$ cat src/rtl/dds_pkg.sv
`timescale 1ns / 1ps
// ----------------------------------------------------------------------------
// dds_pkg
// Shared types and constants of the dtmf dial sequencer.
// ----------------------------------------------------------------------------
package dds_pkg;

  localparam int unsigned CODE_W    = 8;
  localparam int unsigned TIME_W    = 10;
  localparam int unsigned ACT_W     = 2;
  localparam int unsigned CFG_IDX_W = 1;

  localparam logic [CODE_W-1:0] TONE_OFF    = 8'd32;
  localparam logic [TIME_W-1:0] ELAPSED_MAX = 10'd1023;
  localparam logic [TIME_W-1:0] SPACE_RST   = 10'd40;
  localparam logic [TIME_W-1:0] MARK_RST    = 10'd40;

  // configuration register indexes
  localparam logic [CFG_IDX_W-1:0] CFG_SPACE_MS = 1'b0;
  localparam logic [CFG_IDX_W-1:0] CFG_MARK_MS  = 1'b1;

  typedef enum logic [1:0] {
    PH_IDLE  = 2'd0,
    PH_SPACE = 2'd1,
    PH_MARK  = 2'd2
  } phase_t;

  typedef enum logic [ACT_W-1:0] {
    ACT_TICK  = 2'd0,
    ACT_LOAD  = 2'd1,
    ACT_FORCE = 2'd2
  } action_t;

  typedef struct packed {
    logic [CODE_W-1:0] tone_code;
    logic              dialing;
    logic              ignored;
  } dds_result_t;

endpackage

$ cat src/rtl/dds_if.sv
`timescale 1ns / 1ps
// ----------------------------------------------------------------------------
// dds_if
// Valid/ready channel interfaces for input items and result items.
// ----------------------------------------------------------------------------
interface dds_in_if;
  logic       valid;
  logic       ready;
  logic [1:0] action;
  logic [7:0] code_char;
  logic       last_digit;

  modport source (output valid, output action, output code_char, output last_digit,
                  input ready);
  modport sink (input valid, input action, input code_char, input last_digit,
                output ready);
endinterface

interface dds_out_if;
  logic       valid;
  logic       ready;
  logic [7:0] tone_code;
  logic       dialing;
  logic       ignored;

  modport source (output valid, output tone_code, output dialing, output ignored,
                  input ready);
  modport sink (input valid, input tone_code, input dialing, input ignored,
                output ready);
endinterface

$ cat src/rtl/dds_store.sv
`timescale 1ns / 1ps
// ----------------------------------------------------------------------------
// dds_store
// Generic RAM: one write port, one read port with registered read data.
// ----------------------------------------------------------------------------
module dds_store #(
  parameter int unsigned WIDTH = 8,
  parameter int unsigned DEPTH = 29,
  localparam int unsigned ADDR_W = (DEPTH > 1) ? $clog2(DEPTH) : 1
) (
  input  logic              clk,
  input  logic              wr_en,
  input  logic [ADDR_W-1:0] wr_addr,
  input  logic [WIDTH-1:0]  wr_data,
  input  logic [ADDR_W-1:0] rd_addr,
  output logic [WIDTH-1:0]  rd_data
);

  logic [WIDTH-1:0] mem [DEPTH];

  // no reset: entries are only read after being written
  always_ff @(posedge clk) begin
    if (wr_en) begin
      mem[wr_addr] <= wr_data;
    end
  end

  // read during write of the same entry returns the old data
  always_ff @(posedge clk) begin
    rd_data <= mem[rd_addr];
  end

endmodule

$ cat src/rtl/dds_ctrl.sv
`timescale 1ns / 1ps
// ----------------------------------------------------------------------------
// dds_ctrl
// Dial state machine, timing registers and per-item next-state logic.
// ----------------------------------------------------------------------------
module dds_ctrl #(
  parameter int unsigned MAX_DIGITS = 29,
  localparam int unsigned IDX_W = (MAX_DIGITS > 1) ? $clog2(MAX_DIGITS) : 1
) (
  input  logic                           clk,
  input  logic                           rst,
  input  logic                           step,
  input  logic [dds_pkg::ACT_W-1:0]      action,
  input  logic [dds_pkg::CODE_W-1:0]     code_char,
  input  logic                           last_digit,
  input  logic                           cfg_we,
  input  logic [dds_pkg::CFG_IDX_W-1:0]  cfg_index,
  input  logic [dds_pkg::TIME_W-1:0]     cfg_data,
  output logic                           wr_en,
  output logic [IDX_W-1:0]               wr_addr,
  output logic [dds_pkg::CODE_W-1:0]     wr_data,
  output logic [IDX_W-1:0]               rd_addr,
  input  logic [dds_pkg::CODE_W-1:0]     rd_data,
  output dds_pkg::dds_result_t           result
);
  import dds_pkg::*;

  localparam int unsigned CNT_W = $clog2(MAX_DIGITS + 1);
  localparam logic [CNT_W-1:0] MAX_CNT = CNT_W'(MAX_DIGITS);

  phase_t            phase, phase_next;
  logic [TIME_W-1:0] elapsed_ms, elapsed_ms_next;
  logic [CNT_W-1:0]  digit_index, digit_index_next;
  logic [CNT_W-1:0]  loaded_count, loaded_count_next;
  logic              overlong, overlong_next;
  logic [CODE_W-1:0] current_tone, current_tone_next;
  logic [CODE_W-1:0] first_digit;
  logic [TIME_W-1:0] space_ms, mark_ms;
  logic              dropped;

  logic [TIME_W-1:0] elapsed_inc;
  logic [CNT_W:0]    index_inc;
  logic              room;

  assign elapsed_inc = (elapsed_ms != ELAPSED_MAX) ? elapsed_ms + 1'b1 : elapsed_ms;
  assign index_inc   = {1'b0, digit_index} + 1'b1;
  assign room        = (loaded_count < MAX_CNT);

  // read data is registered, so the buffer is addressed with the index
  // that holds after this edge; rd_data then matches digit_index
  assign rd_addr = step ? digit_index_next[IDX_W-1:0] : digit_index[IDX_W-1:0];
  assign wr_addr = loaded_count[IDX_W-1:0];
  assign wr_data = code_char;

  // next state
  always_comb begin
    phase_next        = phase;
    elapsed_ms_next   = elapsed_ms;
    digit_index_next  = digit_index;
    loaded_count_next = loaded_count;
    overlong_next     = overlong;
    current_tone_next = current_tone;
    dropped           = 1'b0;
    wr_en             = 1'b0;
    unique case (action)
      ACT_TICK: begin
        elapsed_ms_next = elapsed_inc;
        unique case (phase)
          PH_IDLE: begin
          end
          PH_SPACE: begin
            if (elapsed_inc >= space_ms) begin
              phase_next        = PH_MARK;
              elapsed_ms_next   = '0;
              current_tone_next = rd_data;
            end
          end
          PH_MARK: begin
            if (elapsed_inc >= mark_ms) begin
              current_tone_next = TONE_OFF;
              if (index_inc >= {1'b0, loaded_count}) begin
                phase_next        = PH_IDLE;
                loaded_count_next = '0;
                digit_index_next  = '0;
              end else begin
                phase_next       = PH_SPACE;
                elapsed_ms_next  = '0;
                digit_index_next = index_inc[CNT_W-1:0];
              end
            end
          end
          default: begin
            // unreachable phase code recovers to idle
            current_tone_next = TONE_OFF;
            phase_next        = PH_IDLE;
            loaded_count_next = '0;
          end
        endcase
      end
      ACT_LOAD: begin
        if (phase != PH_IDLE) begin
          dropped = 1'b1;
        end else begin
          if (room) begin
            wr_en             = step;
            loaded_count_next = loaded_count + 1'b1;
          end else begin
            overlong_next = 1'b1;
            dropped       = 1'b1;
          end
          if (last_digit) begin
            overlong_next = 1'b0;
            if (!room || overlong) begin
              dropped           = 1'b1;
              loaded_count_next = '0;
            end else begin
              phase_next        = PH_MARK;
              digit_index_next  = '0;
              elapsed_ms_next   = '0;
              current_tone_next = (loaded_count == '0) ? code_char : first_digit;
            end
          end
        end
      end
      ACT_FORCE: begin
        phase_next        = PH_IDLE;
        current_tone_next = code_char;
        loaded_count_next = '0;
        digit_index_next  = '0;
        overlong_next     = 1'b0;
      end
      default: begin
        dropped = 1'b1;
      end
    endcase
  end

  // result of the item
  always_comb begin
    result.tone_code = current_tone_next;
    result.dialing   = (phase_next != PH_IDLE);
    result.ignored   = dropped;
  end

  always_ff @(posedge clk) begin
    if (rst) begin
      phase        <= PH_IDLE;
      elapsed_ms   <= '0;
      digit_index  <= '0;
      loaded_count <= '0;
      overlong     <= 1'b0;
      current_tone <= TONE_OFF;
    end else if (step) begin
      phase        <= phase_next;
      elapsed_ms   <= elapsed_ms_next;
      digit_index  <= digit_index_next;
      loaded_count <= loaded_count_next;
      overlong     <= overlong_next;
      current_tone <= current_tone_next;
    end
  end

  // copy of entry zero so a sequence can start without a second read port
  always_ff @(posedge clk) begin
    if (wr_en && (loaded_count == '0)) begin
      first_digit <= code_char;
    end
  end

  always_ff @(posedge clk) begin
    if (rst) begin
      space_ms <= SPACE_RST;
      mark_ms  <= MARK_RST;
    end else if (cfg_we) begin
      unique case (cfg_index)
        CFG_SPACE_MS: space_ms <= cfg_data;
        CFG_MARK_MS:  mark_ms  <= cfg_data;
        default: begin
        end
      endcase
    end
  end

endmodule

$ cat src/rtl/dtmf_dial_sequencer.sv
`timescale 1ns / 1ps
// ----------------------------------------------------------------------------
// dtmf_dial_sequencer
// Plays loaded dtmf digits as timed tone marks and silent spaces.
// ----------------------------------------------------------------------------
// usage
//   in_ch carries one transaction per item: a 1 ms tick, a digit load (with
//   last_digit on the final digit, which starts dialing) or a forced code
//   out_ch returns exactly one transaction per input transaction: the code
//   driven to the tone generator (32 = off), the dialing flag and an
//   ignored flag for dropped items
//   cfg port writes space_ms (index 0) and mark_ms (index 1); the user
//   must write them only while idle; the block does not enforce this
// timing
//   the state update and result are formed in the cycle an item is taken
//   and the result is on out_ch the next cycle; one item per cycle unless
//   out_ch stalls, set by the single result register; in_ch.ready stays
//   high while the result register is empty or drained in the same cycle,
//   so a stalled receiver holds one result and then back-pressures the input
// reset
//   synchronous rst: idle, tones off (32), no digits loaded, space_ms and
//   mark_ms back to 40; the digit buffer itself is not cleared
// ----------------------------------------------------------------------------
module dtmf_dial_sequencer #(
  parameter int unsigned MAX_DIGITS = 29
) (
  input  logic                           clk,
  input  logic                           rst,
  input  logic                           cfg_we,
  input  logic [dds_pkg::CFG_IDX_W-1:0]  cfg_index,
  input  logic [dds_pkg::TIME_W-1:0]     cfg_data,
  dds_in_if.sink                         in_ch,
  dds_out_if.source                      out_ch
);
  import dds_pkg::*;

  localparam int unsigned IDX_W = (MAX_DIGITS > 1) ? $clog2(MAX_DIGITS) : 1;

  logic              accept;
  logic              out_valid;
  dds_result_t       result;
  dds_result_t       out_data;

  // digit buffer link
  logic              wr_en;
  logic [IDX_W-1:0]  wr_addr;
  logic [CODE_W-1:0] wr_data;
  logic [IDX_W-1:0]  rd_addr;
  logic [CODE_W-1:0] rd_data;

  // take a new item whenever the result register is free or being emptied
  assign in_ch.ready = !out_valid || out_ch.ready;
  assign accept      = in_ch.valid && in_ch.ready;

  dds_ctrl #(
    .MAX_DIGITS (MAX_DIGITS)
  ) u_ctrl (
    .clk        (clk),
    .rst        (rst),
    .step       (accept),
    .action     (in_ch.action),
    .code_char  (in_ch.code_char),
    .last_digit (in_ch.last_digit),
    .cfg_we     (cfg_we),
    .cfg_index  (cfg_index),
    .cfg_data   (cfg_data),
    .wr_en      (wr_en),
    .wr_addr    (wr_addr),
    .wr_data    (wr_data),
    .rd_addr    (rd_addr),
    .rd_data    (rd_data),
    .result     (result)
  );

  dds_store #(
    .WIDTH (CODE_W),
    .DEPTH (MAX_DIGITS)
  ) u_store (
    .clk     (clk),
    .wr_en   (wr_en),
    .wr_addr (wr_addr),
    .wr_data (wr_data),
    .rd_addr (rd_addr),
    .rd_data (rd_data)
  );

  // result register
  always_ff @(posedge clk) begin
    if (rst) begin
      out_valid <= 1'b0;
    end else if (accept) begin
      out_valid <= 1'b1;
    end else if (out_ch.ready) begin
      out_valid <= 1'b0;
    end
  end

  always_ff @(posedge clk) begin
    if (accept) begin
      out_data <= result;
    end
  end

  assign out_ch.valid     = out_valid;
  assign out_ch.tone_code = out_data.tone_code;
  assign out_ch.dialing   = out_data.dialing;
  assign out_ch.ignored   = out_data.ignored;

endmodule
$ cat src/flat_wrapper.sv
// flat-port wrapper written by rule: the top's interface ports become plain ports
module dtmf_dial_sequencer_flat import dds_pkg::*;
#(
  parameter int unsigned MAX_DIGITS = 29
)
  (clk, rst, cfg_we, cfg_index, cfg_data, in_ch_valid, in_ch_action, in_ch_code_char, in_ch_last_digit, in_ch_ready, out_ch_valid, out_ch_tone_code, out_ch_dialing, out_ch_ignored, out_ch_ready);
  dds_in_if in_ch_i ();
  dds_out_if out_ch_i ();
  input  logic clk;
  input  logic rst;
  input  logic cfg_we;
  input  logic [dds_pkg::CFG_IDX_W-1:0] cfg_index;
  input  logic [dds_pkg::TIME_W-1:0] cfg_data;
  input wire logic [$bits(in_ch_i.valid)-1:0] in_ch_valid;
  input wire logic [$bits(in_ch_i.action)-1:0] in_ch_action;
  input wire logic [$bits(in_ch_i.code_char)-1:0] in_ch_code_char;
  input wire logic [$bits(in_ch_i.last_digit)-1:0] in_ch_last_digit;
  output wire logic [$bits(in_ch_i.ready)-1:0] in_ch_ready;
  output wire logic [$bits(out_ch_i.valid)-1:0] out_ch_valid;
  output wire logic [$bits(out_ch_i.tone_code)-1:0] out_ch_tone_code;
  output wire logic [$bits(out_ch_i.dialing)-1:0] out_ch_dialing;
  output wire logic [$bits(out_ch_i.ignored)-1:0] out_ch_ignored;
  input wire logic [$bits(out_ch_i.ready)-1:0] out_ch_ready;
  assign in_ch_i.valid = in_ch_valid;
  assign in_ch_i.action = in_ch_action;
  assign in_ch_i.code_char = in_ch_code_char;
  assign in_ch_i.last_digit = in_ch_last_digit;
  assign in_ch_ready = in_ch_i.ready;
  assign out_ch_valid = out_ch_i.valid;
  assign out_ch_tone_code = out_ch_i.tone_code;
  assign out_ch_dialing = out_ch_i.dialing;
  assign out_ch_ignored = out_ch_i.ignored;
  assign out_ch_i.ready = out_ch_ready;
  dtmf_dial_sequencer #(.MAX_DIGITS(MAX_DIGITS)) u_core (.clk(clk), .rst(rst), .cfg_we(cfg_we), .cfg_index(cfg_index), .cfg_data(cfg_data), .in_ch(in_ch_i), .out_ch(out_ch_i));
endmodule
$ cat config.mk
export PLATFORM = sky130hd
export DESIGN_NAME = dtmf_dial_sequencer_flat
export DESIGN_NICKNAME = d
export VERILOG_FILES = /design/src/rtl/dds_pkg.sv /design/src/rtl/dds_if.sv /design/src/rtl/dds_store.sv /design/src/rtl/dds_ctrl.sv /design/src/rtl/dtmf_dial_sequencer.sv /design/src/flat_wrapper.sv
export SDC_FILE = /design/constraint.sdc
export NUM_CORES = 1
export LEC_CHECK = 0
export BUFFER_PORTS_ARGS = -buffer_cell sky130_fd_sc_hd__buf_4
export CAP_MARGIN = 20
export CORE_MARGIN = 4
export CORE_UTILIZATION = 56
export DETAILED_ROUTE_END_ITERATION = 6
export PLACE_DENSITY = 0.76
export REMOVE_ABC_BUFFERS = 1
export SETUP_SLACK_MARGIN = 0.3
export SYNTH_ARGS = -nofsm -noshare
export SYNTH_HDL_FRONTEND = slang
export SYNTH_SLANG_ARGS = --single-unit
$ cat constraint.sdc
create_clock -name clk -period 4.5 [get_ports clk]
set_input_delay 0 -clock clk [delete_from_list [all_inputs] [get_ports clk]]
set_output_delay 0 -clock clk [all_outputs]
set_load 0.02 [all_outputs]
After elaboration in Yosys (flattened, before gate mapping)
Memories as Yosys holds them, arrays and structs flattened. A register that Yosys moved wholly into a read port is not among the register bits. Index checks and enable logic that the tools add are counted.

Memory bits (writable): 232. Memories kept: 1. Input port bits: 27. Logic and storage cells: 113. Register bits: 70. Output and inout bits: 12.

Reduce and logical (&&, ||, !) cells: 22. Bitwise gates (word level): 1. Muxes and demuxes: 57. Order comparisons: 4. Add/sub/neg operators: 3. Equality and inequality tests: 12.

Memory list: u_core.u_store.mem (words 29, bits a word 8, read ports 1, clocked after memory_dff 1, write ports 1, RTL line dds_store.sv:19) `logic [WIDTH-1:0] mem [DEPTH];`.

Operators with widths (number): $mux W10 (7); $mux W5 (13); $mux W8 (6); $pmux W8 S3 (2); $pmux W10 S2 (2); $pmux W5 S3 (2); $ge A10 B10 Y1 (2); $mux W1 (15); $pmux W2 S3 (2); $add A10 B1 Y10 const B (1); $mux W2 (5); $ne A10 B10 Y1 const B (1); $pmux W5 S2 (1); $reduce_bool A2 Y1 (5); $ne A3 B3 Y1 const B (3); $ne A2 B2 Y1 const B (4); $add A5 B1 Y6 const B (1); $ge A6 B5 Y1 (1); $reduce_and A6 Y1 (1); $add A5 B1 Y5 const B (1); $logic_not A5 Y1 (1); $lt A5 B5 Y1 const B (1); $reduce_and A5 Y1 (1); $eq A2 B1 Y1 const B (2); other kinds (11) (19).

Logic depth before layout (Yosys ltp)
Gate-level depths: netlist of run 1.

Depth after elaboration: 8. Depth in mapped cells: 20. Mapped depth without buffers: 18.

Cells and area by module
Synthesis of run 1 repeated with hierarchy kept, for this count alone.

Cell total of the unflattened synthesis: 1017. Area, all modules: 13883.3 um^2.

By module, submodules not included: dds_store (cells each 467, times used 1, seq. area each 7126.8 um^2, area each 9321.4 um^2); dds_ctrl (cells each 535, times used 1, seq. area each 1261.2 um^2, area each 4206.5 um^2); dtmf_dial_sequencer (cells each 15, times used 1, seq. area each 320.3 um^2, area each 355.3 um^2).

Least setup slack after synthesis of run 1
No wires, ideal clock.

Path kind: register -> register. Start: register u_core.u_ctrl.elapsed_ms[0]. End: register u_core.u_store.rd_data[6] (read register of u_core.u_store.mem). Cell stages (with the launch flop): 19. Buffers on the path: 0. Arrival time: 4.076 ns. Path slack: 0.295 ns. Cell sequence: dfxtp_1 -> ha_1 -> nand3_1 -> nor2_1 -> nand3_1 -> and3_1 -> nand4_1 -> xnor2_1 -> ha_1 -> a211oi_1 -> nor2_1 -> or3_1 -> o21ai_1 -> a21oi_1 -> o211ai_1 -> nor3_1 -> or4_1 -> o21ai_1 -> o211ai_1.

Longest elaborated chain between the ends: 7. Elaborated cells between the ends (all ways): 8. Classes of those cells: 1 x add/sub; 1 x order compare; 1 x eq/ne; 5 x mux.

RTL lines: from (decl) (RTL line dds_ctrl.sv:32) `logic [TIME_W-1:0] elapsed_ms, elapsed_ms_next;`; from (signal assigned) (RTL line dds_ctrl.sv:155) `elapsed_ms <= elapsed_ms_next;`; $add A10 B1 Y10 / $ne A10 B10 Y1 (equally long branches) (RTL line dds_ctrl.sv:45) `assign elapsed_inc = (elapsed_ms != ELAPSED_MAX) ? elapsed_ms + 1'b1 : elapsed_ms;`; $mux W10 (*) (RTL line dds_ctrl.sv:45); $ge A10 B10 Y1 (*) (RTL line dds_ctrl.sv:79) `if (elapsed_inc >= mark_ms) begin`; $mux W5 (*) (RTL line dds_ctrl.sv:79); $mux W5 (*) (RTL line dds_ctrl.sv:68) `unique case (phase)`; $pmux W5 S3 (*) (RTL line dds_ctrl.sv:65) `unique case (action)`; $mux W5 (*); to (decl) (RTL line dds_store.sv:16) `output logic [WIDTH-1:0] rd_data`.

Mark *: on every way between the ends. The rest lies on a longest branch, timed or not. A chain may end at the register's enable or synchronous reset.

Worst setup path in the final report of run 1
Start: register u_core.u_ctrl.elapsed_ms[1]. End: register u_core.u_store.rd_data[0] (read register of u_core.u_store.mem).

The elaborated chain is that of the path after synthesis.

==> flow_summary.yaml, run 1 <==
critical_path:
  crit_chain: "ha_4 > nand3_2 > nor2_4 > nand3_2 > and3_4 > nand4_1 > xnor2_2 > ha_1 > nand4_1 > buf_4 > a211oi_4 > o211ai_4 > buf_12 > o32ai_4 > buf_6 > buf_4 > mux2i_1 > a32oi_1 > a31oi_1 > buf_4 > o21ai_1"
  cp.required_ns: 4.93
  cpPeakStageDelay_ns: 0.38
  start_kind: "register"
  crit_type: "register to register"
  cp_data_arrival_time_ns: 4.65
  cp-end-kind: "register"
  critPathTopFamily: "compound AO/OA/AOI/OAI gates"
  reg2reg_slack_ns: 0.29
  r2r_start: "u_core.u_ctrl.elapsed_ms[1]"
  cpMaxStageDelayCell: "o32ai_4"
  path_buf_inv: 5
  path_common_cell: "buf_4"
  cp_max_fo: 11
  critPathLaunch: "u_core.u_ctrl.elapsed_ms[1]"
drt:
  viasPerCell: 6.137
  drt-initial-drc-count: 1060
  drt_pass1_iterations: 5
  wl_per_cell_um: 21.25
  wirelength_um: 34700
  drc: 0
  postRouteAntennaNets: 0
  via_count: 10020
clock_tree:
  cts_tree: "built"
  cts_sinks: 310
  worstSkewPairLatency_ns: 0.56
  clk_pin_slew_ns: 0.06
  cts_root_buffer: "clkbuf_16"
  cts_buffer_depth: 3
  htreeDepth: 1
  cts_made_buffers: 31
global_routing:
  grt_pass1_wl_um: 52410
  grt_pass1_vias: 9581
  grt_overflow_total: 0
  grt.total_usage_pct: 24.94
  grt_antenna_before_repair: 0
  grt_max_degree: 59
layout:
  fillCellCount: 1606
  register_area_um2: 8720
  antenna_cells: 0
  fin_cells: 1633
  synthToLayoutAreaGrowth_pct: 21.64
  multi_input_area_um2: 4875
  drive_gt1_share_pct: 18.19
  nNetsFinal: 1351
synth:
  synth_edf_count: 250
  synthSimpleGateAreaFrac_pct: 11.81
  synth_seq_cells: 310
  synth_flop_cell: "edfxtp_1"
  syn_avg_cell_area_um2: 11.80
  yosysSeqAreaShare_pct: 63.67
  synth_adder_area_share_pct: 3.202
  synth_xor_area_share_pct: 0.4483
  syn_inst: 1159
  netlist_area_um2: 13680
  synth_compound_area_share_pct: 13.37
  yosysUniqueCellTypes: 64
  ys_warn_count: 0
  synthMuxAreaShare_pct: 4.611
  async_reset_ff_share_pct: 0
  synth_top_family_by_area: "compound AO/OA/AOI/OAI gates"
hold_path:
  hold_path.class: "input pin to register"
  min_from: "in_ch_action[1]"
floorplanning:
  coreArea_um2: 23750
  ios: 39
  initial_core_util_pct: 57.58
  die_h_um: 164.3
  dieWidth_um: 164.3
  die_area_um2: 26990
  rows: 56
sta:
  timing.final.crit_share_pct: 93.66
  final_hold_viol_count: 0
  tightestPinTransition_ns: 1.146
  fmax_ghz: 0.2373
  rsz0062_at_grt: "true"
  period_minus_slack_ns: 4.215
  worst_slack_ns: 0.2852
  finClkSkew_ns: 0.01467
  final_max_slew_viol_count: 0
  whs_ns: 0.02755
  relSlewSlack_pct: 23.04
  setup_tns_ns: 0
  setup_viol: 0
power_and_ir_drop:
  p_leak_nw: 5.784
  power.density_nw_per_um2: 372.2
  ir_drop_uv: 366.0
place:
  place.port_buffers: 38
  routabilityCongestion: 0.8860
  dpl.hpwl_um: 20970
  dp.cells: 1515
  post-place-ws_ns: -0.3230
status:
  run_status: "finished clean"
flow_run:
  timing.max_cap.violations: 0
[per-layer routing]
metal	wire, µm	vias up	track usage [%]
met5	0	-	0
met2	16180	487	39.46
met3	3310	95	6.349
met4	1159	0	8.311
li1	-	4587	-
met1	14050	4852	33.92
[layout by cell type, fill, tap and decap left out, types with 7 or more instances in the layout]
cell type,instances
a211oi_1,16
a21oi_1,75
a22o_1,8
a22oi_1,21
a31oi_1,16
a32oi_1,18
buf_4,105
bufinv_16,7
clkbuf_16,32
dfxtp_1,55
dlygate4sd3_1,31
edfxtp_1,250
ha_1,34
inv_1,38
mux2_2,8
mux2i_1,49
nand2_1,192
nand2b_1,8
nand3_1,44
nand4_1,10
nor2_1,71
nor3_1,13
o21ai_0,42
o21ai_1,12
o2bb2ai_1,7
[cells by family (layout without fill, tap and decap cells)]
logic type | Yosys count | after routing
and+or+nand+nor | 375 | 375
DFF | 310 | 310
buffers and inverters | 96 | 251
xor gates and xnor gates | 7 | 7
muxes | 62 | 62
adders and majority gates | 35 | 35
AOI/OAI and AO/OA | 274 | 274
[tightest hold or removal path: cells and delay by family]
kind / cells / cell delay [ns]
buffers and inverters: 1 / 0.26
AND/OR/NAND/NOR: 2 / 0.21
AO/OA/AOI/OAI: 1 / 0.06
[cell type report]
class                   count  share of cell area (%)
well taps                 319                   2.399
clock buffers              39                   4.964
inverters                  41                  0.9251
flip-flops and latches    310                   52.41
multi-input cells         753                   29.30
repair buffers            152                   8.363
clock inverters            19                   1.632
[through the flow]
| step | util [%] | total power, mW | area, µm² |
|---|---|---|---|
| after floorplan | - | 3.328 | 13440 |
| after detailed placement | 61.53 | 3.458 | 14610 |
| final | 70.04 | 6.192 | 16640 |
| after global routing | 70.04 | 6.354 | 16640 |
| after CTS | 68.96 | 6.191 | 16380 |
| after global placement | 61.53 | 3.450 | 14610 |
[flip-flops by register name, indices dropped and copies added, names as in the netlist]
register / count
u_core.out_ch.ignored: 1
u_core.u_ctrl.wr_addr: 5
u_core.u_ctrl.phase: 2
u_core.out_ch.dialing: 1
u_core.u_ctrl.first_digit: 8
u_core.u_ctrl.digit_index: 5
u_core.u_store.mem: 232
u_core.u_store.rd_data: 8
u_core.out_ch.tone_code: 8
u_core.u_ctrl.elapsed_ms: 10
u_core.u_ctrl.space_ms: 10
u_core.u_ctrl.overlong: 1
u_core.out_ch.valid: 1
u_core.u_ctrl.mark_ms: 10
u_core.u_ctrl.current_tone: 8
[power by group]
part,total [mW],internal [mW],switching [mW]
clock,2.76,1.69,1.06
combinational,0.287,0.104,0.183
sequential,3.15,3.13,0.0193
total,6.19,4.92,1.27
[cell usage after synthesis, types with 6 or more instances]
cell type | instances | share of area, %
a211oi_1 | 19 | 1.0
a21o_1 | 6 | 0.33
a21oi_1 | 79 | 2.9
a22o_1 | 8 | 0.51
a22oi_1 | 22 | 1.2
a31oi_1 | 17 | 0.78
a32oi_1 | 22 | 1.4
buf_1 | 6 | 0.16
buf_2 | 12 | 0.44
clkbuf_1 | 33 | 0.91
dfxtp_1 | 60 | 8.8
edfxtp_1 | 250 | 55
ha_1 | 35 | 3.2
inv_1 | 39 | 1.1
mux2_2 | 8 | 0.66
mux2i_1 | 54 | 4.0
nand2_1 | 193 | 5.3
nand2b_1 | 8 | 0.37
nand3_1 | 46 | 1.7
nand4_1 | 10 | 0.46
nor2_1 | 76 | 2.1
nor3_1 | 16 | 0.59
o21a_1 | 6 | 0.33
o21ai_0 | 50 | 1.8
o21ai_1 | 8 | 0.29
o2bb2ai_1 | 7 | 0.45
[timing repair]
| action | 4_1_cts | 5_1_grt |
|---|---|---|
| setup buffers | 17 | 9 |
| endpoints found under the hold margin | 288 | 0 |
| hold buffers | 31 | 0 |
| pin swaps | 16 | 24 |
| gates cloned | 2 | 1 |
| endpoints found under the setup margin | 8 | 8 |
| gates resized for setup | 31 | 45 |
[worst paths after layout]
path,to,cells past startpoint
worst min-delay path,u_core.u_ctrl.phase[0],4
worst max-delay path,u_core.u_store.rd_data[0],21
worst max register to register,u_core.u_store.rd_data[0],21
worst min register to register,u_core.u_ctrl.space_ms[9],2
(Power assumes the default switching activity.)
==> run 2, diff against run 1 <==
--- a/config.mk
+++ b/config.mk
@@ -10,7 +10,7 @@
 export CORE_MARGIN = 4
 export CORE_UTILIZATION = 56
 export DETAILED_ROUTE_END_ITERATION = 6
-export PLACE_DENSITY = 0.76
+export PLACE_DENSITY_LB_ADDON = 0.05
 export REMOVE_ABC_BUFFERS = 1
 export SETUP_SLACK_MARGIN = 0.3
 export SYNTH_ARGS = -nofsm -noshare
==> run 2 against run 1 <==
Effect of this change: register-to-register slack about the same; critical path depth decreased by 4; core utilization decreased by 0.67 points; non-clock buffer count decreased by 25; setup slack improved by 0.0069 ns; clock power increased by 4%; via count decreased by 3.3%; routed wire length decreased by 1.8%; maximum frequency increased by 0.16%; highest routed layer unchanged.
==> flow_summary.yaml, run 2 (synthesis gave the netlist of run 1 again) <==
floorplanning:
  ios: 39
  coreArea_um2: 23750
  initial_core_util_pct: 57.58
  rows: 56
  die_area_um2: 26990
  die_h_um: 164.3
  dieWidth_um: 164.3
global_routing:
  grt.total_usage_pct: 24.94
  grt_antenna_before_repair: 0
  grt_max_degree: 55
  grt_pass1_vias: 9287
  grt_pass1_wl_um: 51970
  grt_overflow_total: 0
drt:
  drt_pass1_iterations: 5
  drt-initial-drc-count: 1103
  viasPerCell: 6.017
  drc: 0
  via_count: 9688
  wirelength_um: 34070
  postRouteAntennaNets: 0
  wl_per_cell_um: 21.16
status:
  run_status: "finished clean"
sta:
  rsz0062_at_grt: "true"
  tightestPinTransition_ns: 1.008
  fmax_ghz: 0.2376
  period_minus_slack_ns: 4.208
  relSlewSlack_pct: 32.26
  finClkSkew_ns: 0.02615
  worst_slack_ns: 0.2921
  final_hold_viol_count: 0
  final_max_slew_viol_count: 0
  timing.final.crit_share_pct: 93.51
  setup_viol: 0
layout:
  antenna_cells: 0
  largest_register_ffs: 232
  layout_common_cells: "edfxtp_1, nand2_1, buf_4"
  final_cell_area_um2: 16480
  largest-register: "u_core.u_store.mem"
  utilization_pct: 69.37
  layout_commonest_cell: "edfxtp_1"
  drive_gt1_share_pct: 17.51
  synthToLayoutAreaGrowth_pct: 20.47
  nNetsFinal: 1329
  fin_cells: 1610
critical_path:
  cpPeakStageDelay_ns: 0.54
  crit_chain: "nand4_1 > buf_4 > nor3_2 > nand3_1 > o21a_1 > ha_1 > nand4_1 > buf_4 > a211oi_4 > buf_4 > o21ai_2 > a21oi_1 > o211a_2 > nor3_1 > or4_1 > o21ai_1 > o211ai_1"
  cp_data_arrival_time_ns: 4.57
  start_kind: "register"
  cp-end-kind: "register"
  cp_max_fo: 13
  cp.required_ns: 4.86
  crit_type: "register to register"
  cpMaxStageDelayCell: "or4_1"
  path_common_cell: "buf_4"
power_and_ir_drop:
  power_mw: 6.307
  ir_drop_uv: 312.0
  power.density_nw_per_um2: 382.8
  p_leak_nw: 5.693
flow_run:
  timing.max_cap.violations: 0
place:
  place.port_buffers: 38
  dp.cells: 1498
  dpl_cell_area_um2: 14500
  dpl.hpwl_um: 21400
  routabilityCongestion: 0.9033
  post-place-ws_ns: -0.2172
clock_tree:
  cts_made_buffers: 34
  clk_pin_slew_ns: 0.06
  cts_tree: "built"
  cts_buffer_depth: 3
  htreeDepth: 2
  cts_root_buffer: "clkbuf_16"
  cts_sinks: 310
  worstSkewPairLatency_ns: 0.51
hold_path:
  hold_path.class: "input pin to register"
-- run 2: cell count changes in the layout (fill, tap and decap cells not counted), sizes merged --
cell / delta
clkinvlp: +1
clkbuf: +2
dlygate4sd3: -7
bufbuf: -2
bufinv: -1
buf: -16
-- run 2: critical path: cells and delay by family (launching register included) --
kind	cells	cell delay [ns]
buffers and inverters	3	0.58
flip-flops	1	0.37
adder cells (fa/ha/maj)	1	0.31
AND/OR/NAND/NOR	6	1.32
AO/OA/AOI/OAI	7	1.50
-- run 2: worst paths after layout --
path	from	endpoint	slack [ns]	cells after the start
worst min-delay path	in_ch_action[0]	u_core.out_ch.ignored	0.03	2
worst max register to register	u_core.u_ctrl.elapsed_ms[7]	u_core.u_store.rd_data[6]	0.29	17
worst max-delay path	u_core.u_ctrl.elapsed_ms[7]	u_core.u_store.rd_data[6]	0.29	17
worst min register to register	u_core.u_ctrl.space_ms[2]	u_core.u_ctrl.space_ms[2]	0.45	2
-- run 2: repair_timing --
item | in CTS | in global routing
setup buffers | 11 | 14
cloned | 1 | 1
resized for setup | 34 | 38
endpoints found under the hold margin | 274 | 0
setup endpoints to repair | 8 | 9
hold buffers | 24 | 0
pin swaps | 10 | 19
-- run 2: power by group --
part / total [mW] / switching [mW] / internal, mW
Sequential: 3.15 / 0.0205 / 3.13
Clock: 2.88 / 1.11 / 1.77
Combinational: 0.279 / 0.181 / 0.0987
Total: 6.31 / 1.31 / 5.00
-- run 2: area by class of cell --
type / count / area (µm²)
fill: 1692 / 7276
sequential: 310 / 8716
clock buffer: 41 / 898.4
tap: 319 / 399.1
timing repair buffer: 127 / 1156
inverter: 41 / 153.9
multi-input combinational: 753 / 4898
clock inverter: 19 / 255.2
-- run 2: metal layers --
layer | up-vias | track usage, % | wire length (µm)
li1 | 4536 | - | -
met1 | 4720 | 35.38 | 14930
met2 | 358 | 38.87 | 15710
met3 | 74 | 4.417 | 2257
met4 | 0 | 9.226 | 1170
met5 | - | 0 | 0
-- run 2: metrics by stage --
step / setup TNS, ns / hold WS, ns
final: 0 / 0.03009
after global routing: 0 / 0.03246
after CTS: 0 / 0.01449
after detailed placement: -1.248 / 0.2203
after global placement: -0.6052 / 0.2115
after floorplan: -47.21 / 0.06907
==> run 3, diff against run 2 <==
--- a/config.mk
+++ b/config.mk
@@ -10,7 +10,7 @@
 export CORE_MARGIN = 4
 export CORE_UTILIZATION = 56
 export DETAILED_ROUTE_END_ITERATION = 6
-export PLACE_DENSITY_LB_ADDON = 0.05
+export PLACE_DENSITY = 0.81
 export REMOVE_ABC_BUFFERS = 1
 export SETUP_SLACK_MARGIN = 0.3
 export SYNTH_ARGS = -nofsm -noshare
==> run 3 against run 2 <==
Effect of this change: cell count rose by 2.9%; the flow now finishes with violations (design-rule violations, negative setup slack); die area unchanged; combinational power up 9.3%; via count rose by 11%; clock skew decreased by 0.016 ns; clock-buffer cell count did not move; largest cell class unchanged; largest power group unchanged; sequential share of layout area is 2.0 points lower; highest routed layer is now met5; first-iteration DRC count increased by 82%; sequential power hardly changed; hold slack about the same; core utilization up 2.7 points.
==> flow_summary.yaml, run 3 (synthesis gave the netlist of run 1 again) <==
floorplanning:
  die_area_um2: 26990
  coreArea_um2: 23750
  initial_core_util_pct: 57.58
  ios: 39
  die_h_um: 164.3
  dieWidth_um: 164.3
  rows: 56
sta:
  tightestPinTransition_ns: 1.025
  final_hold_viol_count: 0
  fmax_ghz: 0.2221
  worst_slack_ns: -0.003229
  setup_tns_ns: -0.003229
  rsz0062_at_grt: "true"
  setup_viol: 1
  relSlewSlack_pct: 31.40
  finClkSkew_ns: 0.01026
  timing.final.crit_share_pct: 100.1
  final_max_slew_viol_count: 0
  whs_ns: 0.03024
  period_minus_slack_ns: 4.503
hold_path:
  hold_path.class: "input pin to register"
  hold_depth: 4
  min_from: "in_ch_action[1]"
drt:
  viasPerCell: 6.479
  via_count: 10730
  drt_pass1_iterations: 7
  wirelength_um: 38950
  drt-initial-drc-count: 2005
  drc: 4
  postRouteAntennaNets: 0
  wl_per_cell_um: 23.52
critical_path:
  reg2reg_depth: 24
  cp.required_ns: 4.93
  r2r_start: "u_core.u_ctrl.elapsed_ms[6]"
  critPathLaunch: "u_core.u_ctrl.elapsed_ms[6]"
  reg2reg_slack_ns: -0.003
  cp-end-kind: "register"
  crit_type: "register to register"
  cp_data_arrival_time_ns: 4.93
  start_kind: "register"
  cp_max_fo: 5
power_and_ir_drop:
  switching_share_pct: 21.37
  pwr-share-seq_pct: 50.8
  ir_drop_uv: 340.1
  p_clk_share_pct: 44.3
  p_leak_nw: 6.019
  p_switching_mw: 1.325
  power.density_nw_per_um2: 361.9
  internal_power_mw: 4.874
  p_comb_share_pct: 4.9
status:
  violations: "design-rule violations, negative setup slack"
  run_status: "complete, but fails checks"
place:
  place.port_buffers: 38
  routabilityCongestion: 0.9180
  dpl.hpwl_um: 20890
  dp.cells: 1505
  post-place-ws_ns: -0.1549
global_routing:
  grtUsageMet1_pct: 37.39
  grt_pass1_wl_um: 56080
  grt.busiest_layer: "met2"
  grt_pass1_vias: 10050
  use_met2_pct: 42.22
  grt_overflow_total: 0
  grt_max_degree: 55
  grt.total_usage_pct: 26.65
  use_met3_pct: 5.696
  grt_antenna_before_repair: 1
layout:
  layout_commonest_cell: "edfxtp_1"
  largest-register: "u_core.u_store.mem"
  drive_gt1_share_pct: 20.57
  largest_register_ffs: 232
  antenna_cells: 0
  fin_cells: 1656
  nNetsFinal: 1375
  synthToLayoutAreaGrowth_pct: 25.24
  layout_common_cells: "edfxtp_1, nand2_1, buf_4"
clock_tree:
  htreeDepth: 1
  worstSkewPairLatency_ns: 0.57
  clk_pin_slew_ns: 0.07
  cts_made_buffers: 31
  cts_sinks: 310
  cts_buffer_depth: 3
  cts_tree: "built"
  cts_root_buffer: "clkbuf_16"
flow_run:
  timing.max_cap.violations: 0
[run 3: cell type report]
class	count	area (µm²)
Clock buffer	41	863.3
Sequential cell	310	8716
Clock inverter	16	226.5
Timing Repair Buffer	176	1775
Inverter	41	153.9
Tap cell	319	399.1
Multi-Input combinational cell	753	4995
Fill cell	1406	6624
[run 3: what timing repair did]
action,4_1_cts,5_1_grt
endpoints found under the hold margin,289,0
gates resized for setup,38,68
cloned,3,6
endpoints found under the setup margin,8,12
hold buffers,34,0
setup buffers,26,24
pin swaps,19,36
[run 3: worst paths after layout]
| path | to |
|---|---|
| max | u_core.u_store.rd_data[6] |
| min | u_core.u_ctrl.phase[0] |
| max reg2reg | u_core.u_store.rd_data[6] |
| min reg2reg | u_core.u_ctrl.space_ms[1] |
[run 3: power groups by stage]
stage                     sequential, mW  clock [mW]  combinational [mW]
final                               3.15        2.75               0.305
after global routing                3.15        2.90               0.329
after floorplan                     3.21           0               0.115
after CTS                           3.15        2.76               0.281
after detailed placement            3.21           0               0.253
after global placement              3.21           0               0.246
[run 3: per-stage QoR]
stage                     power, mW  utilization [%]  cell area [µm²]
final                         6.199            72.11            17130
after global routing          6.378            72.11            17130
after CTS                     6.181            69.45            16500
after detailed placement      3.460            61.31            14560
after global placement        3.452            61.31            14560
after floorplan               3.328                -            13440
[run 3: critical path, stage by stage (launching register included)]
cell      delay [ns]
dfxtp_2         0.36
nand4_1         0.20
nor2_4          0.21
buf_6           0.12
buf_6           0.08
buf_6           0.08
buf_6           0.09
nand2_4         0.05
nor2_4          0.11
nor2_4          0.06
ha_4            0.28
nand4_1         0.13
buf_6           0.17
buf_6           0.11
a211o_1         0.33
a211oi_4        0.25
buf_6           0.16
o32ai_4         0.09
buf_12          0.18
buf_12          0.13
mux2i_2         0.19
nor3_1          0.07
or4_1           0.56
o21ai_2         0.19
o211ai_1        0.13
[run 3: routing by layer]
layer	vias up	share of wire (%)
met5	-	0.044
met4	2	3.8
met3	159	12
met2	809	47
met1	5123	38
li1	4636	-
